--- config.mk ---
export PLATFORM = sky130hd
export DESIGN_NAME = task_dispatcher_free_worker_queue
export DESIGN_NICKNAME = d
export VERILOG_FILES = /design/src/rtl/tdfwq_pkg.sv /design/src/rtl/tdfwq_ctrl.sv /design/src/rtl/tdfwq_dpath.sv /design/src/rtl/task_dispatcher_free_worker_queue.sv
export VERILOG_INCLUDE_DIRS = /design/src /design/src/rtl
export SDC_FILE = /design/constraint.sdc
export NUM_CORES = 2
export LEC_CHECK = 0
export BUFFER_PORTS_ARGS = -buffer_cell sky130_fd_sc_hd__buf_2
export CAP_MARGIN = 20
export CORE_ASPECT_RATIO = 1.75
export CORE_MARGIN = 3
export CORE_UTILIZATION = 30
export DETAILED_ROUTE_END_ITERATION = 10
export GPL_TIMING_DRIVEN = 1
export PLACE_DENSITY = 0.49
export SYNTH_ARGS = -nofsm -noshare
export SYNTH_HDL_FRONTEND = slang
export SYNTH_SLANG_ARGS = --single-unit
--- constraint.sdc ---
create_clock -name clock -period 4.6 [get_ports clock]
set_input_delay 0.92 -clock clock [delete_from_list [all_inputs] [get_ports clock]]
set_output_delay 0.92 -clock clock [all_outputs]
set_load 0.1 [all_outputs]
--- src/rtl/task_dispatcher_free_worker_queue_defines.svh ---
// assertion macros used by the task dispatcher top level
`ifndef TASK_DISPATCHER_FREE_WORKER_QUEUE_DEFINES_SVH
`define TASK_DISPATCHER_FREE_WORKER_QUEUE_DEFINES_SVH

`ifndef SYNTHESIS

// same-cycle implication check
`define TDFWQ_ASSERT_IMP(label, clk, rst, ante, cons) \
   label: assert property (@(posedge clk) disable iff (rst) (ante) |-> (cons)) \
      else $error("tdfwq same-cycle check failed");

// next-cycle implication check
`define TDFWQ_ASSERT_NXT(label, clk, rst, ante, cons) \
   label: assert property (@(posedge clk) disable iff (rst) (ante) |=> (cons)) \
      else $error("tdfwq next-cycle check failed");

`else

`define TDFWQ_ASSERT_IMP(label, clk, rst, ante, cons)
`define TDFWQ_ASSERT_NXT(label, clk, rst, ante, cons)

`endif

`endif

--- src/rtl/tdfwq_pkg.sv ---
// shared types, widths and codes of the task dispatcher
`default_nettype none

package tdfwq_pkg;

   // fixed field widths
   localparam int unsigned TAG_BITS    = 16;
   localparam int unsigned WID_W       = 5;
   localparam int unsigned CMD_W       = 2;
   localparam int unsigned STATUS_W    = 3;

   // worker pool: a power of two so the free queue indexes wrap by truncation
   localparam int unsigned MAX_WORKERS = 16;
   localparam int unsigned FREE_IDX_W  = $clog2(MAX_WORKERS);
   localparam int unsigned FREE_CNT_W  = $clog2(MAX_WORKERS + 1);

   // default pending queue depth
   localparam int unsigned PEND_DEPTH_DEFAULT = 64;

   // stream widths
   localparam int unsigned REQ_DATA_W  = ((TAG_BITS + WID_W + 7) / 8) * 8;
   localparam int unsigned RSP_FIELD_W = WID_W + TAG_BITS + 2;
   localparam int unsigned RSP_DATA_W  = ((RSP_FIELD_W + 7) / 8) * 8;
   localparam int unsigned RSP_USER_W  = STATUS_W + 1;

   // command codes
   localparam logic [CMD_W-1:0] CMD_SUBMIT = 2'd0;
   localparam logic [CMD_W-1:0] CMD_DONE   = 2'd1;
   localparam logic [CMD_W-1:0] CMD_FETCH  = 2'd2;
   localparam logic [CMD_W-1:0] CMD_FINISH = 2'd3;

   // status codes
   localparam logic [STATUS_W-1:0] STATUS_OK       = 3'd0;
   localparam logic [STATUS_W-1:0] STATUS_BUFFERED = 3'd1;
   localparam logic [STATUS_W-1:0] STATUS_FULL     = 3'd2;
   localparam logic [STATUS_W-1:0] STATUS_NONE     = 3'd3;
   localparam logic [STATUS_W-1:0] STATUS_BAD_ID   = 3'd4;

   // assigned worker value when no worker got a task
   localparam logic [WID_W-1:0] NO_WORKER_ASSIGNED = 5'd0;

   // commands from controller to datapath
   typedef struct packed {
      logic capture;   // latch the incoming transaction
      logic exec;      // apply the latched transaction and load the result
   } tdfwq_ctrl_type;

endpackage

`default_nettype wire

--- src/rtl/tdfwq_ctrl.sv ---
// controller: transaction sequencing and result handshake
`default_nettype none

module tdfwq_ctrl (
   input  wire logic                      clock,
   input  wire logic                      reset,
   input  wire logic                      req_tvalid,
   output logic                           req_tready,
   output logic                           rsp_tvalid,
   input  wire logic                      rsp_tready,
   output tdfwq_pkg::tdfwq_ctrl_type      ctrl
);
   import tdfwq_pkg::*;

   localparam logic ST_IDLE = 1'b0;
   localparam logic ST_EXEC = 1'b1;

   logic state_ff, state_in;
   logic rsp_valid_ff, rsp_valid_in;
   logic out_free;

   // output register can take a new result
   assign out_free   = !rsp_valid_ff || rsp_tready;
   assign req_tready = (state_ff == ST_IDLE);
   assign rsp_tvalid = rsp_valid_ff;

   assign ctrl.capture = req_tvalid && req_tready;
   assign ctrl.exec    = (state_ff == ST_EXEC) && out_free;

   // next state
   always_comb begin
      state_in = state_ff;
      unique case (state_ff)
         ST_IDLE: begin
            if (ctrl.capture) begin
               state_in = ST_EXEC;
            end
         end
         ST_EXEC: begin
            if (out_free) begin
               state_in = ST_IDLE;
            end
         end
         default: begin
            state_in = ST_IDLE;
         end
      endcase
   end

   // result valid flag
   always_comb begin
      rsp_valid_in = rsp_valid_ff;
      if (ctrl.exec) begin
         rsp_valid_in = 1'b1;
      end else if (rsp_tready) begin
         rsp_valid_in = 1'b0;
      end
   end

   always_ff @(posedge clock) begin
      if (reset) begin
         state_ff     <= ST_IDLE;
         rsp_valid_ff <= 1'b0;
      end else begin
         state_ff     <= state_in;
         rsp_valid_ff <= rsp_valid_in;
      end
   end

endmodule

`default_nettype wire

--- src/rtl/tdfwq_dpath.sv ---
// datapath: free worker queue, pending task memory, worker slots and result register
`default_nettype none

module tdfwq_dpath #(
   parameter int unsigned PENDING_DEPTH = tdfwq_pkg::PEND_DEPTH_DEFAULT
) (
   input  wire logic                                   clock,
   input  wire logic                                   reset,
   input  wire tdfwq_pkg::tdfwq_ctrl_type              ctrl,
   input  wire logic [tdfwq_pkg::CMD_W-1:0]            req_cmd,
   input  wire logic [tdfwq_pkg::TAG_BITS-1:0]         req_tag,
   input  wire logic [tdfwq_pkg::WID_W-1:0]            req_wid,
   input  wire logic                                   csr_we,
   input  wire logic [tdfwq_pkg::WID_W-1:0]            csr_wdata,
   output logic [tdfwq_pkg::RSP_DATA_W-1:0]            rsp_tdata,
   output logic [tdfwq_pkg::RSP_USER_W-1:0]            rsp_tuser
);
   import tdfwq_pkg::*;

   localparam int unsigned PEND_IDX_W = $clog2(PENDING_DEPTH);
   localparam int unsigned PEND_CNT_W = $clog2(PENDING_DEPTH + 1);
   localparam int unsigned PEND_SUM_W = PEND_CNT_W + 1;

   // latched transaction
   logic [CMD_W-1:0]    cmd_ff;
   logic [TAG_BITS-1:0] tag_ff;
   logic [WID_W-1:0]    wid_ff;

   // control state
   logic [WID_W-1:0]      worker_count_ff, worker_count_in;
   logic [WID_W-1:0]      free_fifo_ff [MAX_WORKERS];
   logic [WID_W-1:0]      free_fifo_in [MAX_WORKERS];
   logic [FREE_IDX_W-1:0] free_head_ff, free_head_in;
   logic [FREE_CNT_W-1:0] free_count_ff, free_count_in;
   logic [PEND_IDX_W-1:0] pend_head_ff, pend_head_in;
   logic [PEND_CNT_W-1:0] pend_count_ff, pend_count_in;
   logic [MAX_WORKERS-1:0] slot_valid_ff, slot_valid_in;
   logic                  sched_ff, sched_in;
   logic                  sim_ff, sim_in;

   // worker slots
   logic [TAG_BITS-1:0]   slot_task_ff [MAX_WORKERS];
   logic                  slot_we;
   logic [FREE_IDX_W-1:0] slot_waddr;
   logic [TAG_BITS-1:0]   slot_wdata;

   // pending task memory
   logic [TAG_BITS-1:0]   pend_mem [PENDING_DEPTH];
   logic [TAG_BITS-1:0]   pend_rdata_ff;
   logic                  pend_we;
   logic [PEND_IDX_W-1:0] pend_tail;
   logic [PEND_SUM_W-1:0] pend_sum;

   // result register
   logic [STATUS_W-1:0] status_ff, status_in;
   logic [WID_W-1:0]    assigned_ff, assigned_in;
   logic [TAG_BITS-1:0] task_ff, task_in;
   logic                tvalid_ff, tvalid_in;
   logic                sched_out_ff, sim_out_ff;

   // decode helpers
   logic                  id_ok;
   logic [WID_W-1:0]      wid_m1;
   logic [FREE_IDX_W-1:0] wid_idx;
   logic [WID_W-1:0]      head_worker;
   logic [WID_W-1:0]      head_m1;
   logic [FREE_IDX_W-1:0] head_idx;
   logic [FREE_CNT_W-1:0] free_sum;
   logic [FREE_IDX_W-1:0] free_tail;
   logic [WID_W-1:0]      cfg_count;

   assign id_ok       = (wid_ff != '0) && (wid_ff <= worker_count_ff);
   assign wid_m1      = wid_ff - WID_W'(1);
   assign wid_idx     = wid_m1[FREE_IDX_W-1:0];
   assign head_worker = free_fifo_ff[free_head_ff];
   assign head_m1     = head_worker - WID_W'(1);
   assign head_idx    = head_m1[FREE_IDX_W-1:0];
   assign free_sum    = FREE_CNT_W'(free_head_ff) + free_count_ff;
   assign free_tail   = free_sum[FREE_IDX_W-1:0];

   // pending tail wraps at the queue depth
   assign pend_sum  = PEND_SUM_W'(pend_head_ff) + PEND_SUM_W'(pend_count_ff);
   always_comb begin
      if (pend_sum >= PEND_SUM_W'(PENDING_DEPTH)) begin
         pend_tail = PEND_IDX_W'(pend_sum - PEND_SUM_W'(PENDING_DEPTH));
      end else begin
         pend_tail = pend_sum[PEND_IDX_W-1:0];
      end
   end

   // clamp a configured worker count into 1..MAX_WORKERS
   always_comb begin
      if (csr_wdata == '0) begin
         cfg_count = WID_W'(1);
      end else if (csr_wdata > WID_W'(MAX_WORKERS)) begin
         cfg_count = WID_W'(MAX_WORKERS);
      end else begin
         cfg_count = csr_wdata;
      end
   end

   // command execution and reload
   always_comb begin
      worker_count_in = worker_count_ff;
      free_fifo_in    = free_fifo_ff;
      free_head_in    = free_head_ff;
      free_count_in   = free_count_ff;
      pend_head_in    = pend_head_ff;
      pend_count_in   = pend_count_ff;
      slot_valid_in   = slot_valid_ff;
      sched_in        = sched_ff;
      sim_in          = sim_ff;
      slot_we         = 1'b0;
      slot_waddr      = wid_idx;
      slot_wdata      = tag_ff;
      pend_we         = 1'b0;
      status_in       = STATUS_OK;
      assigned_in     = NO_WORKER_ASSIGNED;
      task_in         = '0;
      tvalid_in       = 1'b0;

      if (csr_we) begin
         worker_count_in = cfg_count;
         for (int i = 0; i < MAX_WORKERS; i++) begin
            free_fifo_in[i] = WID_W'(i + 1);
         end
         free_head_in  = '0;
         free_count_in = FREE_CNT_W'(cfg_count);
         pend_head_in  = '0;
         pend_count_in = '0;
         slot_valid_in = '0;
         sched_in      = 1'b0;
         sim_in        = 1'b0;
      end else if (ctrl.exec) begin
         unique case (cmd_ff)
            CMD_SUBMIT: begin
               if (free_count_ff != '0) begin
                  // oldest free worker takes the task
                  free_head_in           = free_head_ff + FREE_IDX_W'(1);
                  free_count_in          = free_count_ff - FREE_CNT_W'(1);
                  slot_we                = 1'b1;
                  slot_waddr             = head_idx;
                  slot_wdata             = tag_ff;
                  slot_valid_in[head_idx] = 1'b1;
                  assigned_in            = head_worker;
                  task_in                = tag_ff;
                  tvalid_in              = 1'b1;
               end else if (pend_count_ff < PEND_CNT_W'(PENDING_DEPTH)) begin
                  pend_we       = 1'b1;
                  pend_count_in = pend_count_ff + PEND_CNT_W'(1);
                  status_in     = STATUS_BUFFERED;
               end else begin
                  status_in = STATUS_FULL;
               end
            end
            CMD_DONE: begin
               if (!id_ok) begin
                  status_in = STATUS_BAD_ID;
               end else if (pend_count_ff != '0) begin
                  // oldest pending task goes to the reporting worker
                  if (pend_head_ff == PEND_IDX_W'(PENDING_DEPTH - 1)) begin
                     pend_head_in = '0;
                  end else begin
                     pend_head_in = pend_head_ff + PEND_IDX_W'(1);
                  end
                  pend_count_in          = pend_count_ff - PEND_CNT_W'(1);
                  slot_we                = 1'b1;
                  slot_waddr             = wid_idx;
                  slot_wdata             = pend_rdata_ff;
                  slot_valid_in[wid_idx] = 1'b1;
                  assigned_in            = wid_ff;
                  task_in                = pend_rdata_ff;
                  tvalid_in              = 1'b1;
               end else begin
                  if (sched_ff) begin
                     sim_in = 1'b1;
                  end
                  // a full free queue drops a duplicate report
                  if (free_count_ff < FREE_CNT_W'(MAX_WORKERS)) begin
                     free_fifo_in[free_tail] = wid_ff;
                     free_count_in           = free_count_ff + FREE_CNT_W'(1);
                  end
               end
            end
            CMD_FETCH: begin
               if (!id_ok) begin
                  status_in = STATUS_BAD_ID;
               end else if (slot_valid_ff[wid_idx]) begin
                  task_in                = slot_task_ff[wid_idx];
                  tvalid_in              = 1'b1;
                  slot_valid_in[wid_idx] = 1'b0;
               end else begin
                  status_in = STATUS_NONE;
               end
            end
            CMD_FINISH: begin
               sched_in = 1'b1;
            end
            default: begin
               status_in = STATUS_OK;
            end
         endcase
      end
   end

   // latch the accepted transaction
   always_ff @(posedge clock) begin
      if (ctrl.capture) begin
         cmd_ff <= req_cmd;
         tag_ff <= req_tag;
         wid_ff <= req_wid;
      end
   end

   // control state registers
   always_ff @(posedge clock) begin
      if (reset) begin
         worker_count_ff <= WID_W'(MAX_WORKERS);
         for (int i = 0; i < MAX_WORKERS; i++) begin
            free_fifo_ff[i] <= WID_W'(i + 1);
         end
         free_head_ff  <= '0;
         free_count_ff <= FREE_CNT_W'(MAX_WORKERS);
         pend_head_ff  <= '0;
         pend_count_ff <= '0;
         slot_valid_ff <= '0;
         sched_ff      <= 1'b0;
         sim_ff        <= 1'b0;
      end else begin
         worker_count_ff <= worker_count_in;
         free_fifo_ff    <= free_fifo_in;
         free_head_ff    <= free_head_in;
         free_count_ff   <= free_count_in;
         pend_head_ff    <= pend_head_in;
         pend_count_ff   <= pend_count_in;
         slot_valid_ff   <= slot_valid_in;
         sched_ff        <= sched_in;
         sim_ff          <= sim_in;
      end
   end

   // worker slot tags
   always_ff @(posedge clock) begin
      if (slot_we) begin
         slot_task_ff[slot_waddr] <= slot_wdata;
      end
   end

   // pending memory, head read registered every cycle
   always_ff @(posedge clock) begin
      if (pend_we) begin
         pend_mem[pend_tail] <= tag_ff;
      end
      pend_rdata_ff <= pend_mem[pend_head_ff];
   end

   // result register
   always_ff @(posedge clock) begin
      if (ctrl.exec) begin
         status_ff    <= status_in;
         assigned_ff  <= assigned_in;
         task_ff      <= task_in;
         tvalid_ff    <= tvalid_in;
         sched_out_ff <= sched_in;
         sim_out_ff   <= sim_in;
      end
   end

   assign rsp_tdata = RSP_DATA_W'({sim_out_ff, sched_out_ff, task_ff, assigned_ff});
   assign rsp_tuser = {tvalid_ff, status_ff};

endmodule

`default_nettype wire

--- src/rtl/task_dispatcher_free_worker_queue.sv ---
// Task dispatcher top level. Each transaction is handled in order: the block
// accepts it while the pending-task memory is read at the queue head, then
// applies it using that registered read data and loads the result
// register. The next transaction is accepted as soon as the block is
// back in its idle state, even while the previous result still waits in the
// result register; it then waits only if that register is still occupied.
// A write to the worker count register (clamped to 1..16) reloads the free
// worker queue with ids 1..count, empties the pending queue, and clears all
// slots and both flags; no clearing pass follows reset.
`default_nettype none
`include "task_dispatcher_free_worker_queue_defines.svh"

module task_dispatcher_free_worker_queue #(
   parameter int unsigned PENDING_DEPTH = tdfwq_pkg::PEND_DEPTH_DEFAULT
) (
   input  wire logic                                clock,
   input  wire logic                                reset,
   // command transactions
   input  wire logic                                req_tvalid,
   output logic                                     req_tready,
   // task_tag [15:0], worker_id [20:16], zero [23:21]
   input  wire logic [tdfwq_pkg::REQ_DATA_W-1:0]    req_tdata,
   // cmd [1:0]
   input  wire logic [tdfwq_pkg::CMD_W-1:0]         req_tuser,
   // result transactions
   output logic                                     rsp_tvalid,
   input  wire logic                                rsp_tready,
   // assigned_worker [4:0], out_task [20:5], scheduling_done [21],
   // simulation_done [22], zero [23]
   output logic [tdfwq_pkg::RSP_DATA_W-1:0]         rsp_tdata,
   // status [2:0], task_valid [3]
   output logic [tdfwq_pkg::RSP_USER_W-1:0]         rsp_tuser,
   // worker count register
   input  wire logic                                csr_we,
   input  wire logic [tdfwq_pkg::WID_W-1:0]         csr_wdata
);
   import tdfwq_pkg::*;

   tdfwq_ctrl_type ctrl;

   tdfwq_ctrl u_ctrl (
      .clock      (clock),
      .reset      (reset),
      .req_tvalid (req_tvalid),
      .req_tready (req_tready),
      .rsp_tvalid (rsp_tvalid),
      .rsp_tready (rsp_tready),
      .ctrl       (ctrl)
   );

   tdfwq_dpath #(
      .PENDING_DEPTH (PENDING_DEPTH)
   ) u_dpath (
      .clock     (clock),
      .reset     (reset),
      .ctrl      (ctrl),
      .req_cmd   (req_tuser),
      .req_tag   (req_tdata[TAG_BITS-1:0]),
      .req_wid   (req_tdata[TAG_BITS+WID_W-1:TAG_BITS]),
      .csr_we    (csr_we),
      .csr_wdata (csr_wdata),
      .rsp_tdata (rsp_tdata),
      .rsp_tuser (rsp_tuser)
   );

   // one transaction at a time: no accept right after an accept
   `TDFWQ_ASSERT_NXT(a_no_back_to_back, clock, reset, req_tvalid && req_tready, !req_tready)
   // executing a transaction always presents a result next cycle
   `TDFWQ_ASSERT_NXT(a_exec_gives_rsp, clock, reset, ctrl.exec, rsp_tvalid)
   // a waiting result is never overwritten
   `TDFWQ_ASSERT_IMP(a_no_overwrite, clock, reset, ctrl.exec, !rsp_tvalid || rsp_tready)

endmodule

`default_nettype wire
==> results.yml <==
global_route:
  grt_max_degree: 127
  grt_pass1_vias: 30200
  grt_antenna_before_repair: 6
  track_usage_pct: 15.3
  grt.overflow.total: 0
  grt_pass1_wl_mm: 221
synthesis:
  synth_enable_flop_cells: 1330
  synth_top_area_share_pct: 68.4
  synthesis.instances: 2832
  synth_top_cell_by_area: "edfxtp_1"
  synth_area_per_cell_um2: 20.6
  syn-num-nets: 2904
  synth_cell_types: 69
  ys.flop_type: "edfxtp_1"
  async_reset_ff_share_pct: 0
  yosysMostFrequentCell: "edfxtp_1"
  synth_area_um2: 58400
  yosysSeqAreaShare_pct: 73.3
  synth_area_leaders: "edfxtp_1 (68%), mux4_2 (17%), dfxtp_1 (4.9%)"
  synth_warnings: 0
  synth_common_cells: "edfxtp_1 (1,330), mux4_2 (434), nor2_1 (183)"
  yosys_register_bits: 1473
worst_setup_path:
  cp-start-kind: "flop"
  cp.required_ns: 5.02
  reg2reg_depth: 10
  arrival_ns: 4.30
  path_class: "flop to flop"
  crit_path_end_kind: "flop"
  crit_fanout: 16
clock_network:
  cts_setup_buffers: 0
  clk_path_buf_depth: 4
  cts_max_level: 4
  clock_latency_ns: 0.77
  hold_buffers: 0
  root_buffer: "clkbuf_16"
  cts_buffers: 141
  clk_pin_slew_ns: 0.07
  cts_tree: "built"
  cts_resized: 0
  numClockSinks: 1473
routing:
  via_count: 28100
  viasPerCell: 4.91
  wl_mm: 155
  wl_per_cell_um: 27.1
  ant_nets: 0
  first_iter_violations: 2060
  remaining_drc_errors: 0
  first_pass_iters: 7
placement:
  hpwl_mm: 93.4
  place_area_um2: 62900
  gp_congestion: 0.832
  port_buffers: 61
  dpl_worst_slack_ns: 0.681
  dp_cells: 5470
die:
  floorplan.die_area_um2: 200000
  num_io_pins: 66
  fp.dieH_um: 590
  initial_utilization_pct: 30.3
  core_um2: 193000
  row_count: 213
  die_w_um: 339
status:
  status: "finished clean"
power_and_ir_drop:
  p_sw_share_pct: 20.7
  p_switching_mw: 5.61
  ir_drop_uv: 260
  power_mw: 27.0
  p_clk_share_pct: 42.4
  powerDensity_nw_per_um2: 402
  intPower_mw: 21.4
  pwr-share-comb_pct: 3.4
  seqPwrFrac_pct: 54.2
  static-leakage-power_nw: 20.9
cells_and_area:
  syn2layout_area_growth_pct: 15.3
  regArea_um2: 42800
  layout-drive-gt1-share_pct: 30.6
  fin_area_um2: 67300
  utilization_pct: 34.9
  n_fill_cell: 18100
  nNetsFinal: 3105
  multi_input_comb_area_um2: 15100
  final_cells: 5717
timing:
  finalHoldViolations: 0
  layout_setup_ws_ns: 0.728
  drv_slew: 0
  rsz0062_at_grt: "false"
  relSlewSlack_pct: 26.3
  fin_tns_setup_ns: 0
  fmax_ghz: 0.258
  setup_viol: 0
  fin_crit_sh_pct: 84.2
  clock_skew_ns: 0.0470
  period_minus_slack_ns: 3.87
  hold_ws_ns: 0.332
  worst_pin_slew_ns: 1.10
hold_path:
  hold_path_class: "input pin to flop"
  whs_path_depth: 1
flow_run:
  max_cap_violations: 0
-- power by group through the flow --
stage / registers, mW / logic, mW / clock network, mW
floorplan: 15.1 / 0.430 / 0
global placement: 15.0 / 0.922 / 0
detailed placement: 15.0 / 0.936 / 0
CTS: 14.7 / 0.936 / 11.8
global route: 14.7 / 0.984 / 12.3
finish: 14.7 / 0.915 / 11.5
-- sequential cells by signal, summed over array words and instances, names as in the netlist, 2 cells and up --
name                     flops
u_dpath.status_ff            3
u_dpath.assigned_ff          5
u_dpath.pend_count_ff        7
u_dpath.worker_count_ff      5
u_dpath.free_fifo_ff        80
u_dpath.free_count_ff        5
u_dpath.pend_mem          1024
u_dpath.wid_ff               5
u_dpath.slot_valid_ff       16
u_dpath.cmd_ff               2
u_dpath.pend_head_ff         6
u_dpath.free_head_ff         4
u_dpath.task_ff             16
u_dpath.slot_task_ff       256
u_dpath.pend_rdata_ff       16
u_dpath.tag_ff              16
-- path summary, 6_finish.rpt --
| kind | start | endpoint | slack [ns] |
|---|---|---|---|
| worst max-delay path | u_dpath.free_head_ff[0]$_SDFFE_PP0P_ | u_dpath.slot_task_ff[4][1]$_DFFE_PP_ | 0.73 |
| worst min-delay path | req_tdata[3] | u_dpath.tag_ff[3]$_DFFE_PP_ | 0.33 |
| worst max register to register | u_dpath.free_head_ff[0]$_SDFFE_PP0P_ | u_dpath.slot_task_ff[4][1]$_DFFE_PP_ | 0.73 |
| worst min register to register | u_dpath.free_fifo_ff[79]$_SDFFE_PP0P_ | u_dpath.free_fifo_ff[79]$_SDFFE_PP0P_ | 0.47 |
-- per-layer routing --
metal | vias up | GRT usage, % | wire (um)
met5 | - | 0 | 0
met4 | 0 | 5.20 | 5080
met3 | 217 | 1.30 | 4180
met2 | 577 | 31.2 | 91400
met1 | 15200 | 16.1 | 54200
li1 | 12100 | - | -
-- cells by family (layout without fill, tap and decap cells) --
kind of cell,Yosys count,after routing,synth area share [%]
flip-flops,1473,1473,73.3
multiplexers,548,548,19.0
AND/OR/NAND/NOR,418,418,3.33
buffers and inverters,181,482,1.29
AO/OA/AOI/OAI,148,148,1.84
adder cells (fa/ha/maj),36,36,0.823
XOR/XNOR,27,27,0.405
other,1,5,0.00642
-- cells in the final DEF, fill, tap and decap left out, types with 61 or more instances in the layout --
cell type     n
edfxtp_1   1330
mux4_2      434
clkbuf_16   145
buf_4       142
dfxtp_1     139
nor2_1      118
nand2_1      95
mux2i_1      88
nor2_2       65
buf_2        61
-- cell type report --
type,count,area share (%)
inverters,23,0.128
repair buffers,216,2.42
clock inverters,64,0.952
diodes,4,0.0149
flip-flops and latches,1473,63.6
multi-input cells,1178,22.5
clock buffers,179,5.62
well taps,2580,4.80
-- critical path: stages (launching register included) --
cell     delay, ns
dfxtp_1       0.31
buf_4         0.28
mux4_2        0.54
a22oi_1       0.35
nand3_1       0.30
inv_1         0.16
ha_1          0.39
inv_1         0.24
o21a_1        0.35
nor3b_4       0.22
buf_4         0.37
Note: power is estimated with default switching activity, not from simulation.
